$ cat src/rtl/core/msadpcm_pkg.sv
// Shared types, constants and coefficient tables of the ADPCM block decoder.
package msadpcm_pkg;

  localparam int DEF_MAX_BLOCK_BYTES = 8192;
  localparam int DEF_FQ_DEPTH        = 2;
  localparam int DEF_OQ_DEPTH        = 4;
  localparam int CHANNEL_COUNT       = 2;
  localparam int NCH                 = 2;
  localparam int HDR_BYTES           = 7;
  localparam int MIN_BLOCK_BYTES     = 8;
  localparam int CFG_W               = 14;

  // configuration register indexes
  localparam logic REG_STEREO = 1'b0;
  localparam logic REG_BLOCK  = 1'b1;

  localparam logic [CFG_W-1:0] BLOCK_BYTES_RESET = 14'd512;

  // header byte positions
  localparam logic [2:0] HP_PRED    = 3'd0;
  localparam logic [2:0] HP_STEP_LO = 3'd1;
  localparam logic [2:0] HP_STEP_HI = 3'd2;
  localparam logic [2:0] HP_NEW_LO  = 3'd3;
  localparam logic [2:0] HP_NEW_HI  = 3'd4;
  localparam logic [2:0] HP_OLD_LO  = 3'd5;
  localparam logic [2:0] HP_OLD_HI  = 3'd6;

  localparam logic [2:0] PRED_MAX = 3'd6;

  localparam logic signed [15:0] SAMPLE_MIN = -16'sd32768;
  localparam logic signed [15:0] SAMPLE_MAX = 16'sd32767;
  localparam logic signed [31:0] STEP_MIN   = 32'sd16;
  localparam logic signed [31:0] STEP_MAX   = 32'sh7FFF_FFFF;
  localparam int                 DIV_BIAS   = 255;   // 256 - 1, toward-zero fixup
  localparam int                 DIV_SHIFT  = 8;

  // one queued block byte, already classified
  typedef struct packed {
    logic [7:0] lb;
    logic [7:0] rb;
    logic       st;
    logic       hdr;
    logic [2:0] hpos;
    logic       fin;
  } entry_t;

  typedef struct packed {
    logic signed [15:0] sample;
    logic               channel;
    logic               last_in_run;
    logic               last_of_block;
    logic               bad_predictor;
  } result_t;

  function automatic logic signed [10:0] coef_one(input logic [2:0] idx);
    logic signed [10:0] c;
    unique case (idx)
      3'd1:    c = 11'sd512;
      3'd2:    c = 11'sd0;
      3'd3:    c = 11'sd192;
      3'd4:    c = 11'sd240;
      3'd5:    c = 11'sd460;
      3'd6:    c = 11'sd392;
      default: c = 11'sd256;
    endcase
    return c;
  endfunction

  function automatic logic signed [10:0] coef_two(input logic [2:0] idx);
    logic signed [10:0] c;
    unique case (idx)
      3'd1:    c = -11'sd256;
      3'd3:    c = 11'sd64;
      3'd5:    c = -11'sd208;
      3'd6:    c = -11'sd232;
      default: c = 11'sd0;
    endcase
    return c;
  endfunction

  function automatic logic signed [10:0] adapt_factor(input logic [3:0] nib);
    logic signed [10:0] f;
    unique case (nib)
      4'd4, 4'd12:  f = 11'sd307;
      4'd5, 4'd11:  f = 11'sd409;
      4'd6, 4'd10:  f = 11'sd512;
      4'd7, 4'd9:   f = 11'sd614;
      4'd8:         f = 11'sd768;
      default:      f = 11'sd230;
    endcase
    return f;
  endfunction

endpackage

$ cat src/rtl/core/ms_adpcm_block_decoder_core.sv
// Top level of the 4-bit ADPCM block decoder: front, byte queue, back and result queue.
// A data byte's first sample passes the byte queue, stage B and the result queue.
// Data bytes take 4 slots in stereo (one per cycle while the result queue has room) and
//   2 in mono; header bytes take 1 slot, the last one 2 (mono) or 4 (stereo) slots.
// A header byte waits for any decode in the pipeline to finish before it writes state.
// Reset (rst, synchronous): mono, 512-byte blocks, position at header, channel state zero.
module ms_adpcm_block_decoder_core
  import msadpcm_pkg::*;
#(
  parameter int MAX_BLOCK_BYTES = DEF_MAX_BLOCK_BYTES,
  parameter int FQ_DEPTH        = DEF_FQ_DEPTH,
  parameter int OQ_DEPTH        = DEF_OQ_DEPTH
) (
  input  logic               clk,
  input  logic               rst,
  // configuration writes
  input  logic               cfg_write,
  input  logic               cfg_index,
  input  logic [CFG_W-1:0]   cfg_data,
  // block byte requests
  input  logic               push,
  output logic               full,
  input  logic [7:0]         left_byte,
  input  logic [7:0]         right_byte,
  // sample requests
  output logic               empty,
  input  logic               pop,
  output logic signed [15:0] sample,
  output logic               channel,
  output logic               last_in_run,
  output logic               last_of_block,
  output logic               bad_predictor
);

  localparam int OCW = $clog2(OQ_DEPTH+1);

  entry_t           f_entry;     // classified byte from the front end
  entry_t           q_entry;     // head of the byte queue
  logic             accept;
  logic             q_empty;
  logic             q_pop;
  logic             res_push;
  result_t          res_in;
  result_t          res_out;
  logic [OCW-1:0]   oq_count;

  // a request is taken whenever the byte queue has a free slot
  assign accept = push && !full;

  msadpcm_front #(
    .MAX_BLOCK_BYTES (MAX_BLOCK_BYTES)
  ) u_front (
    .clk        (clk),
    .rst        (rst),
    .cfg_write  (cfg_write),
    .cfg_index  (cfg_index),
    .cfg_data   (cfg_data),
    .accept     (accept),
    .left_byte  (left_byte),
    .right_byte (right_byte),
    .entry      (f_entry)
  );

  // decouples byte intake from the decode pipeline
  msadpcm_fifo #(
    .WIDTH ($bits(entry_t)),
    .DEPTH (FQ_DEPTH)
  ) u_byte_q (
    .clk   (clk),
    .rst   (rst),
    .push  (accept),
    .wdata (f_entry),
    .full  (full),
    .pop   (q_pop),
    .rdata (q_entry),
    .empty (q_empty),
    .count ()
  );

  // the back end issues a sample-producing slot only when the result queue has room reserved
  msadpcm_back #(
    .OQ_DEPTH (OQ_DEPTH)
  ) u_back (
    .clk      (clk),
    .rst      (rst),
    .q_entry  (q_entry),
    .q_empty  (q_empty),
    .q_pop    (q_pop),
    .oq_count (oq_count),
    .res_push (res_push),
    .res      (res_in)
  );

  // result queue: holds finished samples while the consumer stalls
  msadpcm_fifo #(
    .WIDTH ($bits(result_t)),
    .DEPTH (OQ_DEPTH)
  ) u_res_q (
    .clk   (clk),
    .rst   (rst),
    .push  (res_push),
    .wdata (res_in),
    .full  (),
    .pop   (pop),
    .rdata (res_out),
    .empty (empty),
    .count (oq_count)
  );

  assign sample        = res_out.sample;
  assign channel       = res_out.channel;
  assign last_in_run   = res_out.last_in_run;
  assign last_of_block = res_out.last_of_block;
  assign bad_predictor = res_out.bad_predictor;

endmodule

$ cat src/rtl/core/msadpcm_fifo.sv
// Small register queue used between the front, back and result sides.
module msadpcm_fifo
  import msadpcm_pkg::*;
#(
  parameter int WIDTH = 8,
  parameter int DEPTH = 2
) (
  input  logic                         clk,
  input  logic                         rst,
  input  logic                         push,
  input  logic [WIDTH-1:0]             wdata,
  output logic                         full,
  input  logic                         pop,
  output logic [WIDTH-1:0]             rdata,
  output logic                         empty,
  output logic [$clog2(DEPTH+1)-1:0]   count
);

  localparam int AW = (DEPTH > 1) ? $clog2(DEPTH) : 1;
  localparam int CW = $clog2(DEPTH+1);

  logic [WIDTH-1:0] mem [DEPTH];
  logic [AW-1:0]    wr_ptr;
  logic [AW-1:0]    rd_ptr;
  logic             push_ok;
  logic             pop_ok;

  assign full    = (count == CW'(DEPTH));
  assign empty   = (count == '0);
  assign push_ok = push && !full;
  assign pop_ok  = pop && !empty;
  assign rdata   = mem[rd_ptr];

  always_ff @(posedge clk) begin
    if (push_ok) begin
      mem[wr_ptr] <= wdata;
    end
  end

  always_ff @(posedge clk) begin
    if (rst) begin
      wr_ptr <= '0;
      rd_ptr <= '0;
      count  <= '0;
    end else begin
      if (push_ok) begin
        wr_ptr <= (wr_ptr == AW'(DEPTH-1)) ? '0 : wr_ptr + AW'(1);
      end
      if (pop_ok) begin
        rd_ptr <= (rd_ptr == AW'(DEPTH-1)) ? '0 : rd_ptr + AW'(1);
      end
      if (push_ok && !pop_ok) begin
        count <= count + CW'(1);
      end else if (pop_ok && !push_ok) begin
        count <= count - CW'(1);
      end
    end
  end

endmodule

$ cat src/rtl/core/msadpcm_front.sv
// Front end: configuration registers, block byte position and byte classification.
module msadpcm_front
  import msadpcm_pkg::*;
#(
  parameter int MAX_BLOCK_BYTES = DEF_MAX_BLOCK_BYTES
) (
  input  logic             clk,
  input  logic             rst,
  input  logic             cfg_write,
  input  logic             cfg_index,
  input  logic [CFG_W-1:0] cfg_data,
  input  logic             accept,
  input  logic [7:0]       left_byte,
  input  logic [7:0]       right_byte,
  output entry_t           entry
);

  localparam int PW = $clog2(MAX_BLOCK_BYTES);
  localparam int LW = $clog2(MAX_BLOCK_BYTES + 1);

  logic             stereo_mode;
  logic [CFG_W-1:0] block_bytes;
  logic [PW-1:0]    pos;
  logic [PW-1:0]    pos_next;
  logic [LW-1:0]    len;
  logic             is_hdr;
  logic             final_byte;

  always_ff @(posedge clk) begin
    if (rst) begin
      stereo_mode <= 1'b0;
      block_bytes <= BLOCK_BYTES_RESET;
    end else if (cfg_write) begin
      unique case (cfg_index)
        REG_STEREO: stereo_mode <= cfg_data[0];
        REG_BLOCK:  block_bytes <= cfg_data;
        default:    ;
      endcase
    end
  end

  // clamp block length to the supported range
  always_comb begin
    if (32'(block_bytes) < 32'(MIN_BLOCK_BYTES)) begin
      len = LW'(MIN_BLOCK_BYTES);
    end else if (32'(block_bytes) > 32'(MAX_BLOCK_BYTES)) begin
      len = LW'(MAX_BLOCK_BYTES);
    end else begin
      len = LW'(block_bytes);
    end
  end

  assign is_hdr     = (pos < PW'(HDR_BYTES));
  assign final_byte = !is_hdr && (LW'(pos) >= len - LW'(1));
  assign pos_next   = final_byte ? '0 : pos + PW'(1);

  always_ff @(posedge clk) begin
    if (rst) begin
      pos <= '0;
    end else if (accept) begin
      pos <= pos_next;
    end
  end

  always_comb begin
    entry.lb   = left_byte;
    entry.rb   = right_byte;
    entry.st   = stereo_mode && (CHANNEL_COUNT > 1);
    entry.hdr  = is_hdr;
    entry.hpos = pos[2:0];
    entry.fin  = final_byte;
  end

endmodule

$ cat src/rtl/core/msadpcm_back.sv
// Back end: slot sequencer, channel state and two-stage nibble decode pipeline.
module msadpcm_back
  import msadpcm_pkg::*;
#(
  parameter int OQ_DEPTH = DEF_OQ_DEPTH
) (
  input  logic                           clk,
  input  logic                           rst,
  input  entry_t                         q_entry,
  input  logic                           q_empty,
  output logic                           q_pop,
  input  logic [$clog2(OQ_DEPTH+1)-1:0]  oq_count,
  output logic                           res_push,
  output result_t                        res
);

  localparam int CW = $clog2(OQ_DEPTH+1);

  // channel state
  logic [2:0]         pred_sel  [NCH];
  logic signed [31:0] step      [NCH];
  logic signed [15:0] newest    [NCH];
  logic signed [15:0] older     [NCH];
  logic [7:0]         low_hold  [NCH];
  logic               fault     [NCH];

  // sequencer
  logic [1:0]         slot;
  logic               hw_op;
  logic               last_slot;
  logic               ch;
  logic               half;
  logic [7:0]         byte_sel;
  logic [7:0]         hbyte     [NCH];
  logic [3:0]         nib;
  logic               room;
  logic               go;

  // stage A products
  logic signed [15:0] s1;
  logic signed [26:0] p1_c;
  logic signed [26:0] p2_c;
  logic signed [35:0] p3_c;
  logic signed [42:0] p4_c;

  // stage B registers
  logic               b_valid;
  logic               b_dec;
  logic               b_ch;
  logic signed [26:0] b_p1;
  logic signed [26:0] b_p2;
  logic signed [35:0] b_p3;
  logic signed [42:0] b_p4;
  logic signed [15:0] b_s1;
  logic signed [15:0] b_pass;
  logic               b_lir;
  logic               b_lob;
  logic               b_bad;

  // stage B results
  logic signed [27:0] sum;
  logic signed [27:0] sum_b;
  logic signed [27:0] quo;
  logic signed [36:0] pred_w;
  logic signed [15:0] pred;
  logic signed [42:0] st_b;
  logic signed [42:0] st_q;
  logic signed [31:0] step_new;

  // ---------------- sequencer ----------------
  assign hw_op     = q_entry.hdr && (q_entry.hpos != HP_OLD_HI);
  assign last_slot = hw_op ? 1'b1 : (q_entry.st ? (slot == 2'd3) : (slot == 2'd1));
  assign ch        = q_entry.st ? slot[0] : 1'b0;
  assign half      = q_entry.st ? slot[1] : slot[0];
  assign hbyte[0]  = q_entry.lb;
  assign hbyte[1]  = q_entry.rb;
  assign byte_sel  = ch ? q_entry.rb : q_entry.lb;
  assign nib       = half ? byte_sel[3:0] : byte_sel[7:4];
  assign room      = ((CW+1)'(oq_count) + (CW+1)'(b_valid)) < (CW+1)'(OQ_DEPTH);

  always_comb begin
    if (q_empty) begin
      go = 1'b0;
    end else if (q_entry.hdr) begin
      // header writes never overlap a decode in flight
      go = !(b_valid && b_dec) && (hw_op || room);
    end else begin
      go = room && !(b_valid && (b_ch == ch));
    end
  end

  assign q_pop = go && last_slot;

  always_ff @(posedge clk) begin
    if (rst) begin
      slot <= '0;
    end else if (q_pop) begin
      slot <= '0;
    end else if (go) begin
      slot <= slot + 2'd1;
    end
  end

  // ---------------- stage A ----------------
  assign s1   = newest[ch];
  assign p1_c = 27'(s1) * 27'(coef_one(pred_sel[ch]));
  assign p2_c = 27'(older[ch]) * 27'(coef_two(pred_sel[ch]));
  assign p3_c = 36'($signed(nib)) * 36'(step[ch]);
  assign p4_c = 43'(step[ch]) * 43'(adapt_factor(nib));

  always_ff @(posedge clk) begin
    if (rst) begin
      b_valid <= 1'b0;
    end else begin
      b_valid <= go && !hw_op;
    end
  end

  always_ff @(posedge clk) begin
    if (go) begin
      b_dec  <= !q_entry.hdr;
      b_ch   <= ch;
      b_p1   <= p1_c;
      b_p2   <= p2_c;
      b_p3   <= p3_c;
      b_p4   <= p4_c;
      b_s1   <= s1;
      b_pass <= half ? newest[ch] : $signed({byte_sel, low_hold[ch]});
      b_lir  <= last_slot;
      b_lob  <= last_slot && q_entry.fin;
      b_bad  <= fault[ch];
    end
  end

  // ---------------- stage B ----------------
  always_comb begin
    sum    = 28'(b_p1) + 28'(b_p2);
    sum_b  = sum + (sum[27] ? 28'(DIV_BIAS) : 28'sd0);
    quo    = sum_b >>> DIV_SHIFT;
    pred_w = 37'(quo) + 37'(b_p3);
    if (pred_w < 37'(SAMPLE_MIN)) begin
      pred = SAMPLE_MIN;
    end else if (pred_w > 37'(SAMPLE_MAX)) begin
      pred = SAMPLE_MAX;
    end else begin
      pred = pred_w[15:0];
    end
    st_b = b_p4 + (b_p4[42] ? 43'(DIV_BIAS) : 43'sd0);
    st_q = st_b >>> DIV_SHIFT;
    if (st_q < 43'(STEP_MIN)) begin
      step_new = STEP_MIN;
    end else if (st_q > 43'(STEP_MAX)) begin
      step_new = STEP_MAX;
    end else begin
      step_new = st_q[31:0];
    end
  end

  assign res_push          = b_valid;
  assign res.sample        = b_dec ? pred : b_pass;
  assign res.channel       = b_ch;
  assign res.last_in_run   = b_lir;
  assign res.last_of_block = b_lob;
  assign res.bad_predictor = b_bad;

  // ---------------- channel state ----------------
  always_ff @(posedge clk) begin
    if (rst) begin
      for (int c = 0; c < NCH; c++) begin
        pred_sel[c] <= '0;
        step[c]     <= '0;
        newest[c]   <= '0;
        older[c]    <= '0;
        low_hold[c] <= '0;
        fault[c]    <= 1'b0;
      end
    end else begin
      for (int c = 0; c < NCH; c++) begin
        if (b_valid && b_dec && (b_ch == 1'(c))) begin
          newest[c] <= pred;
          older[c]  <= b_s1;
          step[c]   <= step_new;
        end
        if (go && q_entry.hdr && (slot == 2'd0) && ((c == 0) || q_entry.st)) begin
          unique case (q_entry.hpos)
            HP_PRED: begin
              fault[c]    <= (hbyte[c] > 8'(PRED_MAX));
              pred_sel[c] <= (hbyte[c] > 8'(PRED_MAX)) ? 3'd0 : hbyte[c][2:0];
            end
            HP_STEP_HI: step[c]   <= 32'($signed({hbyte[c], low_hold[c]}));
            HP_NEW_HI:  newest[c] <= $signed({hbyte[c], low_hold[c]});
            HP_OLD_HI:  older[c]  <= $signed({hbyte[c], low_hold[c]});
            default:    low_hold[c] <= hbyte[c];
          endcase
        end
      end
    end
  end

  // ---------------- checks ----------------
  a_no_oq_overflow: assert property (@(posedge clk) disable iff (rst)
    res_push |-> (oq_count < CW'(OQ_DEPTH)))
    else $error("result pushed into a full result queue");

  a_hdr_no_decode: assert property (@(posedge clk) disable iff (rst)
    (go && q_entry.hdr) |-> !(b_valid && b_dec))
    else $error("header write collides with decode in flight");

  a_mono_slots: assert property (@(posedge clk) disable iff (rst)
    (!q_empty && !q_entry.st && !hw_op) |-> (slot[1] == 1'b0))
    else $error("mono byte ran past two slots");

  a_step_floor: assert property (@(posedge clk) disable iff (rst)
    (b_valid && b_dec) |=> (step[$past(b_ch)] >= STEP_MIN))
    else $error("adapted step below floor");

endmodule

$ cat config.mk
export PLATFORM = sky130hd
export DESIGN_NAME = ms_adpcm_block_decoder_core
export DESIGN_NICKNAME = d
export VERILOG_FILES = /design/src/rtl/core/msadpcm_pkg.sv /design/src/rtl/core/ms_adpcm_block_decoder_core.sv /design/src/rtl/core/msadpcm_fifo.sv /design/src/rtl/core/msadpcm_front.sv /design/src/rtl/core/msadpcm_back.sv
export SDC_FILE = /design/constraint.sdc
export NUM_CORES = 2
export LEC_CHECK = 0
export BUFFER_PORTS_ARGS = -buffer_cell sky130_fd_sc_hd__buf_2
export CAP_MARGIN = 15
export CORE_MARGIN = 1
export CORE_UTILIZATION = 43
export DETAILED_ROUTE_END_ITERATION = 7
export GPL_ROUTABILITY_DRIVEN = 1
export MAX_ROUTING_LAYER = met4
export PLACE_DENSITY = 0.57
export SLEW_MARGIN = 40
export SYNTH_ARGS = -nofsm -noshare
export SYNTH_HDL_FRONTEND = slang
export SYNTH_SLANG_ARGS = --single-unit
$ cat constraint.sdc
create_clock -name clk -period 24.7 [get_ports clk]
set_input_delay 1.235 -clock clk [delete_from_list [all_inputs] [get_ports clk]]
set_output_delay 1.235 -clock clk [all_outputs]
set_load 0.05 [all_outputs]
# ---- Word-level counts from Yosys, hierarchy flattened
# Memories as Yosys holds them, arrays and structs flattened. A register that Yosys moved wholly into a read port is not among the register bits.
# Index checks and enable logic that the tools add are counted.
dict set report word_totals {
  latch_bits 0
  mem_bits_ro 160
  n_memories 9
  mem_bits_rw 276
  word_cells 245
  ff_bits 211
}
dict set report op_classes {
  shift 0
  div_mod_pow 0
  n_mux 100
  n_reduce_logical 47
  magnitude_cmp 11
  n_eq_ne 17
  mul 4
  n_addsub 16
  n_bitwise 20
}
# name depth width read_ports rd_clocked_by_memory_dff wr line
set memory_table {}
lappend memory_table {{(no name shown)} 16 10 1 0 0 msadpcm_pkg.sv:83} ;# unique case (nib)
lappend memory_table {u_res_q.mem 4 20 1 1 1 msadpcm_fifo.sv:22} ;# logic [WIDTH-1:0] mem [DEPTH];
lappend memory_table {u_back.step 2 32 1 0 2 msadpcm_back.sv:21} ;# logic signed [31:0] step [NCH];
lappend memory_table {u_byte_q.mem 2 22 1 1 1 msadpcm_fifo.sv:22}
lappend memory_table {u_back.newest 2 16 1 0 2 msadpcm_back.sv:22} ;# logic signed [15:0] newest [NCH];
lappend memory_table {u_back.older 2 16 1 0 2 msadpcm_back.sv:23} ;# logic signed [15:0] older [NCH];
lappend memory_table {{3 more memories} n/a n/a n/a n/a n/a n/a}
# cell n
set ops {}
lappend ops {{two-way mux 16 bit} 12}
lappend ops {{two-way mux 32 bit} 6}
lappend ops {{one-hot mux 10 bit (6 select lines)} 1}
lappend ops {{two-way mux 1 bit} 59}
lappend ops {{multiplier 16 x 11 -> 27 bit} 2}
lappend ops {{one-hot mux 11 bit (4 select lines)} 1}
lappend ops {{adder 43 x 9 -> 43 bit} 1}
lappend ops {{multiplier 32 x 11 -> 43 bit} 1}
lappend ops {{two-way mux 8 bit} 5}
lappend ops {{adder 20 x 36 -> 37 bit} 1}
lappend ops {{greater-than comparator 37 x 16 -> 1 bit (second input constant)} 1}
lappend ops {{< comparator 37 x 16 -> 1 bit (second input constant)} 1}
lappend ops {{multiplier 4 x 32 -> 36 bit} 1}
lappend ops {{greater-than comparator 35 x 32 -> 1 bit (second input constant)} 1}
lappend ops {{< comparator 35 x 6 -> 1 bit (second input constant)} 1}
lappend ops {{adder 27 x 27 -> 28 bit} 1}
lappend ops {{adder 28 x 9 -> 28 bit} 1}
lappend ops {{two-way mux 14 bit} 2}
lappend ops {{logical AND 1 bit} 23}
lappend ops {{== test 3 bit (second input constant)} 6}
lappend ops {{two-way mux 3 bit} 6}
lappend ops {{OR 1 bit} 18}
lappend ops {{greater-than comparator 8 x 3 -> 1 bit (second input constant)} 2}
lappend ops {{greater-or-equal comparator 13 x 14 -> 1 bit} 1}
lappend ops {{other kinds (30)} 61}

# ---- Depth between registers and ports, before layout
dict set report depth {
  word_depth 14
  ltp_mapped 36
  depth_no_buf 33
}

# ---- Cells and area by module
# Synthesis repeated with hierarchy kept, for this count alone.
dict set report hier_totals {
  hier_cells 4887
  area_unflattened_um2 48741.7
}
# mod area_each_um2 cells_per_inst n_inst
set by_module_without_submodules {}
lappend by_module_without_submodules {msadpcm_back 41496.0 4387 1}
lappend by_module_without_submodules {{msadpcm_fifo (u_res_q)} 3365.7 154 1}
lappend by_module_without_submodules {msadpcm_front 2069.5 252 1}
lappend by_module_without_submodules {{msadpcm_fifo (u_byte_q)} 1796.7 93 1}
lappend by_module_without_submodules {ms_adpcm_block_decoder_core 13.8 1 1}

# ---- Least setup slack after synthesis
# OpenSTA, ideal clock, no wires.
dict set report synth_timing {
  kind {reg-to-reg}
  startpoint {register with a tool-made name}
  endpoint {register u_back.b_p4[42] (data pin)}
  t_arrival_ps 8320
  path_buffers 6
  synth_period_minus_slack_ps 8580
  setup_time_ps 260
  required_time_ps 24440
  path_slack_ps 16120
  path_stages_with_launch 37
  path_cell_list {dfxtp_1 -> buf_2 -> mux2i_1 -> clkbuf_1 -> a21oi_1 -> buf_2 -> nor2_1 -> a211oi_1 -> a21oi_1 -> clkbuf_1 -> ha_1 -> nand2_1 -> o21ai_0 -> nand2_1 -> o21ai_1 -> clkbuf_1 -> nor2_1 -> fa_1 -> fa_1 -> inv_1 -> fa_1 -> fa_1 -> inv_1 -> fa_1 -> ha_1 -> clkbuf_1 -> a21o_1 -> a21o_1 -> a211o_1 -> a21oi_1 -> and4b_1 -> nor2_1 -> a211oi_1 -> or3_1 -> a31o_2 -> a21oi_1 -> xnor2_1}
}
# element line
set synth_lines {}
lappend synth_lines {{to (signal assigned)} msadpcm_back.sv:126} ;# b_p4 <= p4_c;
lappend synth_lines {{to (decl)} msadpcm_back.sv:53} ;# logic signed [42:0] b_p4;

==> metrics.csv <==
metric,value,unit
status,"finished, final reports clean",
critPathBufInv,6,
tns,0,ns
vias,34800,
io_buffers,57,
drc,0,
fin_crit,10.51,ns
drive_gt1_frac,0.0832,
cts_buffer_depth,3,
root_buffer,clkbuf_16,
gp_congestion,0.894,
clock_sinks,486,
critPathCaptureType,register,
fp.dieH,337,um
crit_path_end,u_back.b_p4[42],
area_growth,9.59,%
seq_area_frac_synth,0.293,
htree_levels,2,
r2r_cells,33,
fin_worst_skew,0.0394,ns
drtAntennaViolNets,0,
grt_pass1_wl,202,mm
ys_ff_latch,486,
crit_arrival,10.93,ns
cts_buffers,60,
netlist.area_leader.share,0.275,
grt_pass1_vias,35300,
fp.dieW,337,um
nets,5907,
syn_avg_cell_area,9.85,um2
dpl.hpwl,100,mm
cpLargestDelayFamily,adder cells,
ys_types,101,
layout_common_cells,"inv_1, nor2_1, nand2_1",
grt_max_degree,70,
core-area,111000,um2
drt_first_iter_violations,2264,
antenna_found_initial,0,
tritoncts,done,
synth_area,48200,um2
crit_cells,33,
clock_latency,0.69,ns
setup_violations,0,
grt_usage,0.237,
routed_wl,129,mm
reg2reg_to,u_back.b_p4[42],
first_pass_iters,5,
ys_warn_count,0,
diodes,0,
syn_inst,4899,
start_util,0.435,
hold_class,reg2reg,
slowest_stage,mux2i_2,
final_common_cell,inv_1,
synthFlopType,edfxtp_1,
start_kind,register,
critical_path.max_fanout,43,
io_pins,58,
path_clk_slew,0.06,ns
timing.fmax,95.2,MHz
slew_viol_final,0,
avgViaCountPerCell,5.37,
grt_overflow,0,
synth_edf_count,441,
tightest_slew,0.874,ns
drv_cap,0,
min_period_over_period,0.425,
yosysTopAreaCell,edfxtp_1,
yosys-top-cells-area,"edfxtp_1, fa_1, ha_1",
wl_per_cell,19.9,um
crit_path_max_incr_delay,0.76,ns
cp.required,25.12,ns
syn-num-nets,5867,
rrSetupSlack,14.19,ns
cts_hold_buf,0,
num_rows,122,
ctsResizeCount,0,
relSlewSlack,0.401,
rsz0062_at_grt,no,
critical_path_class,reg2reg,
die_area,114000,um2
hold_viol_final,0,
async_reset_ff_frac,0,
cts_setup_buffers,0,
[worst min-delay path: stages, from the launching register on]
cell and delay (ns):
dfxtp_1 0.32, nand2_1 0.06, a21oi_1 0.05
[cell type report]
cell class / count / area, um2
Fill cell: 10500 / 58100
Multi-Input combinational cell: 3577 / 31200
Sequential cell: 486 / 14100
Inverter: 685 / 2570
Tap cell: 1488 / 1860
Clock buffer: 69 / 1550
Timing Repair Buffer: 129 / 872
Clock inverter: 44 / 634
[cells in the mapped netlist, types with 16 or more instances]
cell	number
fa_1	527
xnor2_1	142
or3_1	24
nor2b_1	25
and3_1	34
o211ai_1	19
o21a_1	46
nand4_1	21
a21oi_1	199
a22o_1	24
buf_2	19
or2_2	26
nand2b_1	42
mux4_2	20
a31oi_1	30
o21ai_1	16
dfxtp_1	45
a21o_1	74
a211oi_1	22
mux2i_1	105
o21ai_0	171
edfxtp_1	441
ha_1	405
o31ai_1	16
clkbuf_1	121
nor3_1	54
and2_1	31
nor2_1	600
xor2_1	70
nand2_1	534
inv_1	684
o21bai_1	23
nand3_1	65
[state kept, by name (all words and copies together), names as in the netlist, 24 cells and up, named ones only]
signal,cells
u_res_q.mem,80
u_back.step,64
u_byte_q.mem,44
u_back.b_p4,43
u_back.b_p3,36
u_back.newest,32
u_back.older,32
u_back.b_p1,25
u_back.b_p2,24
[worst min path at each step]
stage                                  startpoint                      end  slack, ns  cells after the start
after floorplan               u_front.stereo_mode       u_byte_q.mem[0][5]       0.42                      0
after global placement    u_front.block_bytes[10]  u_front.block_bytes[10]       0.47                      2
after detailed placement  u_front.block_bytes[10]  u_front.block_bytes[10]       0.48                      2
after CTS                 u_front.block_bytes[10]  u_front.block_bytes[10]       0.49                      2
after global routing      u_front.block_bytes[12]  u_front.block_bytes[12]       0.52                      2
final                     u_front.block_bytes[10]  u_front.block_bytes[10]       0.48                      2
[metal layers]
| layer | vias to the layer above | part of all wire | track usage |
|---|---|---|---|
| li1 | 16500 | - | - |
| met2 | 968 | 0.47 | 0.378 |
| met1 | 17100 | 0.44 | 0.319 |
| met3 | 181 | 0.062 | 0.0320 |
| met4 | 0 | 0.025 | 0.0596 |
| met5 | - | 0 | - |
[cell families after synthesis]
| logic type | Yosys count | share of synthesized area |
|---|---|---|
| adders and majority gates | 932 | 0.324 |
| buffers and inverters | 836 | 0.0661 |
| DFF | 486 | 0.293 |
| muxes | 133 | 0.0330 |
| xor gates and xnor gates | 212 | 0.0385 |
| AOI/OAI and AO/OA | 762 | 0.104 |
| and+or+nand+nor | 1538 | 0.142 |
[per-stage QoR]
step	hold WS, ns	instance area, um2	setup WS, ns	std cells	util
after floorplan	0.425	48200	16.12	4899	-
after global placement	0.473	50400	14.03	6360	0.454
after detailed placement	0.479	50600	14.32	6365	0.456
after CTS	0.486	52800	14.28	6478	0.476
after global routing	0.522	52900	13.63	6478	0.476
final	0.482	52900	14.19	6478	0.476
Power is left out: the tool's default activity adds up to more than one toggle a clock period on the data nets, which glitch-free logic cannot reach.
